File: src/rtl/core/skdmc_pkg.sv
// Shared types and constants for the string-keyed direct-mapped cache.
// No dependencies.
`default_nettype none
package skdmc_pkg;
  localparam int HASH_W = 32;
  localparam logic [2:0] HASH_MUL = 3'd5;

  function automatic logic [5:0] coef(input logic [3:0] ph);
    logic [5:0] c;
    begin
      case (ph)
        4'd0: c = 6'd61;  4'd1: c = 6'd59;  4'd2: c = 6'd53;  4'd3: c = 6'd47;
        4'd4: c = 6'd43;  4'd5: c = 6'd41;  4'd6: c = 6'd37;  4'd7: c = 6'd31;
        4'd8: c = 6'd29;  4'd9: c = 6'd23;  4'd10: c = 6'd17; 4'd11: c = 6'd13;
        4'd12: c = 6'd11; 4'd13: c = 6'd7;  4'd14: c = 6'd3;  default: c = 6'd1;
      endcase
      return c;
    end
  endfunction
endpackage
`default_nettype wire

File: src/rtl/core/skdmc_hash.sv
// Running key hash: one byte per transfer, coefficient times sign-extended byte, then x5.
// Uses skdmc_pkg.
`default_nettype none
module skdmc_hash import skdmc_pkg::*; (
  input  wire logic              clk,
  input  wire logic              rst_n,
  input  wire logic              step,
  input  wire logic              clear,
  input  wire logic [7:0]        byte_in,
  output logic      [HASH_W-1:0] hash_nxt
);
  logic [HASH_W-1:0] hash_r;
  logic [3:0]        phase_r;
  logic [HASH_W-1:0] sx;
  logic [HASH_W-1:0] t;

  assign sx = {{(HASH_W-8){byte_in[7]}}, byte_in};
  assign t = HASH_W'(sx * {26'd0, coef(phase_r)}) + hash_r;
  // x5 as shift-add
  assign hash_nxt = HASH_W'({t, 2'b00}) + t;

  always_ff @(posedge clk) begin
    if (!rst_n || clear) begin
      hash_r  <= '0;
      phase_r <= '0;
    end else if (step) begin
      hash_r  <= hash_nxt;
      phase_r <= phase_r + 4'd1;
    end
  end
endmodule
`default_nettype wire

File: config.mk
export PLATFORM = sky130hd
export DESIGN_NAME = skdmc_hash
export DESIGN_NICKNAME = d
export VERILOG_FILES = /design/src/rtl/core/skdmc_pkg.sv /design/src/rtl/core/skdmc_hash.sv
export SDC_FILE = /design/constraint.sdc
export NUM_CORES = 1
export LEC_CHECK = 0
export BUFFER_PORTS_ARGS = -buffer_cell sky130_fd_sc_hd__buf_4
export CELL_PAD_IN_SITES_DETAIL_PLACEMENT = 0
export CELL_PAD_IN_SITES_GLOBAL_PLACEMENT = 1
export CORE_MARGIN = 4
export CORE_UTILIZATION = 48
export CTS_CLUSTER_DIAMETER = 60
export DETAILED_ROUTE_END_ITERATION = 10
export GPL_ROUTABILITY_DRIVEN = 0
export PLACE_DENSITY = 0.91
export SLEW_MARGIN = 15
export SYNTH_ARGS = -nofsm -noshare
export SYNTH_HDL_FRONTEND = slang
export SYNTH_SLANG_ARGS = --single-unit
File: constraint.sdc
create_clock -name clk -period 9.3 [get_ports clk]
set_clock_uncertainty 0.05 [all_clocks]
set_input_delay 0 -clock clk [delete_from_list [all_inputs] [get_ports clk]]
set_output_delay 0 -clock clk [all_outputs]
set_load 0.01 [all_outputs]
==> reports/summary.md <==
Startpoint type of the worst setup path: a flop. The synthesized design spends more area on one cell type than any other, namely sky130_fd_sc_hd__ha_1. In this run the tightest slew margin relative to its limit is 32.4%. In this run, CTS created clock tree buffers numbering 5. After synthesis, the cell types taking the most area are sky130_fd_sc_hd__ha_1, sky130_fd_sc_hd__dfxtp_1, sky130_fd_sc_hd__fa_1, sky130_fd_sc_hd__xnor2_1, sky130_fd_sc_hd__a21oi_1. No sink is reached through more buffers than the 2 on the longest clock path.

Once the floorplan was initialized, standard cells occupied 49.0% of the core. The clock reaches the later pin of the worst-skew pair after 310 ps. The number of fill cells is 1396, and the synthesized flop and latch total is 41.

The most used flip-flop cell after synthesis is sky130_fd_sc_hd__dfxtp_1. In the final routed layout, each cell accounts on average for 14.9 microns. The x dimension of the die is 130 microns, and the placed cell count is 1074.

The CTS root buffer is sky130_fd_sc_hd__clkbuf_16. For the final hold violation count, the log shows 0. The longest individual stage delay on the worst path was 540 ps; the growth of design area from synthesis to finish was 11.7%. Overall overflow remaining after global route: 0. In the routed design, unresolved DRC markers number 0. For this run, the total global-route usage over all layers was measured as 19.6%. The part of the Yosys area used for sequential elements came out at 11.5%. The category of the critical setup timing path is flop to output port. The ratio of cells with drive above 1 in the final layout came out at 11.6%. The total number of H-tree levels is 2, and the number of buffer cells added on primary ports is 43.

Wires add up to 16.2 mm. The first global-routing pass estimated 27.3 mm of wire. Leaving out filler cells and counting taps, the final layout contains 1088. For this block, the via count after detailed routing is 6129. The slowest stage of the critical path is the sky130_fd_sc_hd__fa_1 cell. After synthesis, the largest area contributor takes up 17.9% of total cell area. The tightest min-delay check is of the input pin to flop type. The tools report the detailed-router iteration count before antenna repair as 6. The mean cell area of the mapped netlist works out to 8.28 sq um. STA puts the critical path data required time at 9250 ps.

At the pin with the least slew margin, the transition time is 1010 ps. The count of cells along the worst hold path is 4. The flow ran to the end, and the final reports show no timing, DRC or antenna violations.

TritonCTS built the clock tree. Count of different cell masters after synthesis: 88. For this design the top-level I/O count stands at 44. After floorplanning, the core was divided into 44 placement rows. The detailed placer's ending HPWL is 12.9 mm.

The starting DRC count in detailed routing is 388, and the number of flops mapped to enable cells by yosys is 0. The number of pins with negative max-slew slack in the final report is 0, and the largest fanout of any net on the critical path is 8. Setup violations remaining at the end of the flow were counted as 0.

During synthesis, Yosys emitted a total of 0 warnings. In the routed layout, each cell is associated on average with a via count of 5.63. Entering global routing, the biggest net connects 50 pins. 0 antenna diodes ended up in the layout.

Maximum clock rate: 111 MHz. The worst path in the final design needs a cycle of 9010 ps, including I/O delays and setup. The number of antenna violations at the first check in global routing came out at 0.

The die covers 16800 sq um. Synthesis produced a netlist whose cell count is 859. The logs give 5736 for the number of global-route vias before repair and 0 for the reported max-cap violation count. Setup repair after global routing could not meet its margin everywhere.

The worst setup path is captured at an output port. In this run the cell area of the synthesized design comes to 7120 sq um. For this run, asynchronously set or reset flops after synthesis account for 0%. The worst register-to-register path has a depth of 33.

In this run the remaining antenna-violating nets after routing total 0. The net count of the finished layout is 1055. The area of the core is 14500 sq um.

For the worst setup path, the data arrival time is 8960 ps. Clock tree synthesis found a total of 41 sinks. The final critical path takes up 96.8% of the cycle. From bottom edge to top edge, the die measures 130 microns. The clock transition at the register clock pins on the worst setup and hold paths after CTS was 70 ps. The net count after synthesis was 1010.
## stage by stage
| step | hold WS (ps) | setup WS [ps] | cell area (sq um) | setup TNS, ps | utilization, % |
|---|---|---|---|---|---|
| global placement | 372 | 348 | 7620 | 0 | 52.4 |
| floorplan | 121 | 728 | 7120 | 0 | - |
| global route | 184 | -50.4 | 7950 | -50.4 | 54.7 |
| finish | 121 | 294 | 7950 | 0 | 54.7 |
| CTS | 127 | 18.6 | 7800 | 0 | 53.7 |
| detailed placement | 383 | 200 | 7620 | 0 | 52.4 |
## cell usage in the layout, fill, tap and decap left out, types with 10 or more instances in the layout
cell type                   n
sky130_fd_sc_hd__a21oi_1   67
sky130_fd_sc_hd__nand3_1   16
sky130_fd_sc_hd__nand2b_1  11
sky130_fd_sc_hd__xnor2_1   43
sky130_fd_sc_hd__buf_4     51
sky130_fd_sc_hd__inv_1     80
sky130_fd_sc_hd__dfxtp_1   41
sky130_fd_sc_hd__nand2_1   48
sky130_fd_sc_hd__nor3_1    10
sky130_fd_sc_hd__a21o_1    25
sky130_fd_sc_hd__mux2i_1   27
sky130_fd_sc_hd__o21a_1    13
sky130_fd_sc_hd__o21ai_0   33
sky130_fd_sc_hd__fa_1      37
sky130_fd_sc_hd__and2_1    44
sky130_fd_sc_hd__xor2_1    26
sky130_fd_sc_hd__ha_1      96
sky130_fd_sc_hd__nor2_1    67
sky130_fd_sc_hd__o211ai_1  10
## cells in the mapped netlist (all sizes together), types with 4 or more instances
master,n
xor2,26
a21o,25
and2,44
nand2b,11
clkbuf,9
nand3,16
and3,5
a21oi,69
o22ai,5
nor3,10
o211a,5
a211oi,13
ha,102
or2,6
o21bai,7
nand2,48
buf,6
o21ai,39
nand3b,5
mux2i,27
o21a,13
o211ai,10
fa,37
nand4,9
xnor2,44
o31ai,4
nor2,67
dfxtp,41
nor2b,4
nor4,6
inv,80
or3,8
## worst max-delay path: cells and delay by family (launching register included)
family / cells / cell delay, ps
adder cells (fa/ha/maj): 7 / 3130
buffers and inverters: 6 / 560
XOR/XNOR: 2 / 280
AO/OA/AOI/OAI: 13 / 2860
flip-flops: 1 / 370
AND/OR/NAND/NOR: 6 / 1450
## logic make-up after synthesis
| group | Yosys count | share of synthesized area [%] |
|---|---|---|
| and+or+nand+nor | 253 | 18.7 |
| AOI/OAI and AO/OA | 230 | 22.3 |
| adders and majority gates | 139 | 28.3 |
| buffers and inverters | 95 | 5.36 |
| xor gates and xnor gates | 72 | 9.27 |
| DFF | 41 | 11.5 |
| muxes | 29 | 4.43 |
## worst paths after layout
kind	startpoint	end	slack (ps)
setup reg to reg	flop	hash_r[28]$_SDFFE_PP0P_	680
hold / removal	clear	hash_r[30]$_SDFFE_PP0P_	120
hold reg to reg	hash_r[24]$_SDFFE_PP0P_	hash_r[24]$_SDFFE_PP0P_	430
setup / recovery	flop	hash_nxt[29]	290
## final cells by class
cell class | instances | area, sq um | area share, %
clock inverters | 2 | 35.0 | 0.441
well taps | 184 | 230 | 2.90
clock buffers | 5 | 125 | 1.57
multi-input cells | 725 | 6060 | 76.2
repair buffers | 51 | 383 | 4.82
inverters | 80 | 300 | 3.78
flip-flops and latches | 41 | 821 | 10.3
## routing by layer
metal	track usage [%]	wire length [microns]	vias to the layer above
li1	-	-	3151
met1	27.5	7830	2844
met2	32.3	7470	116
met3	2.54	693	18
met4	4.52	245	0
met5	0	0	-
## timing repair
action | 4_1_cts | 5_1_grt
endpoints found under the setup margin | 2 | 10
setup buffers | 0 | 5
resized for setup | 2 | 18
hold buffers | 0 | 0
gates cloned | 0 | 2
pin swaps | 0 | 5
Power is not shown: default switching activity piles up to over one toggle a cycle in this logic, so the estimate is an artifact.
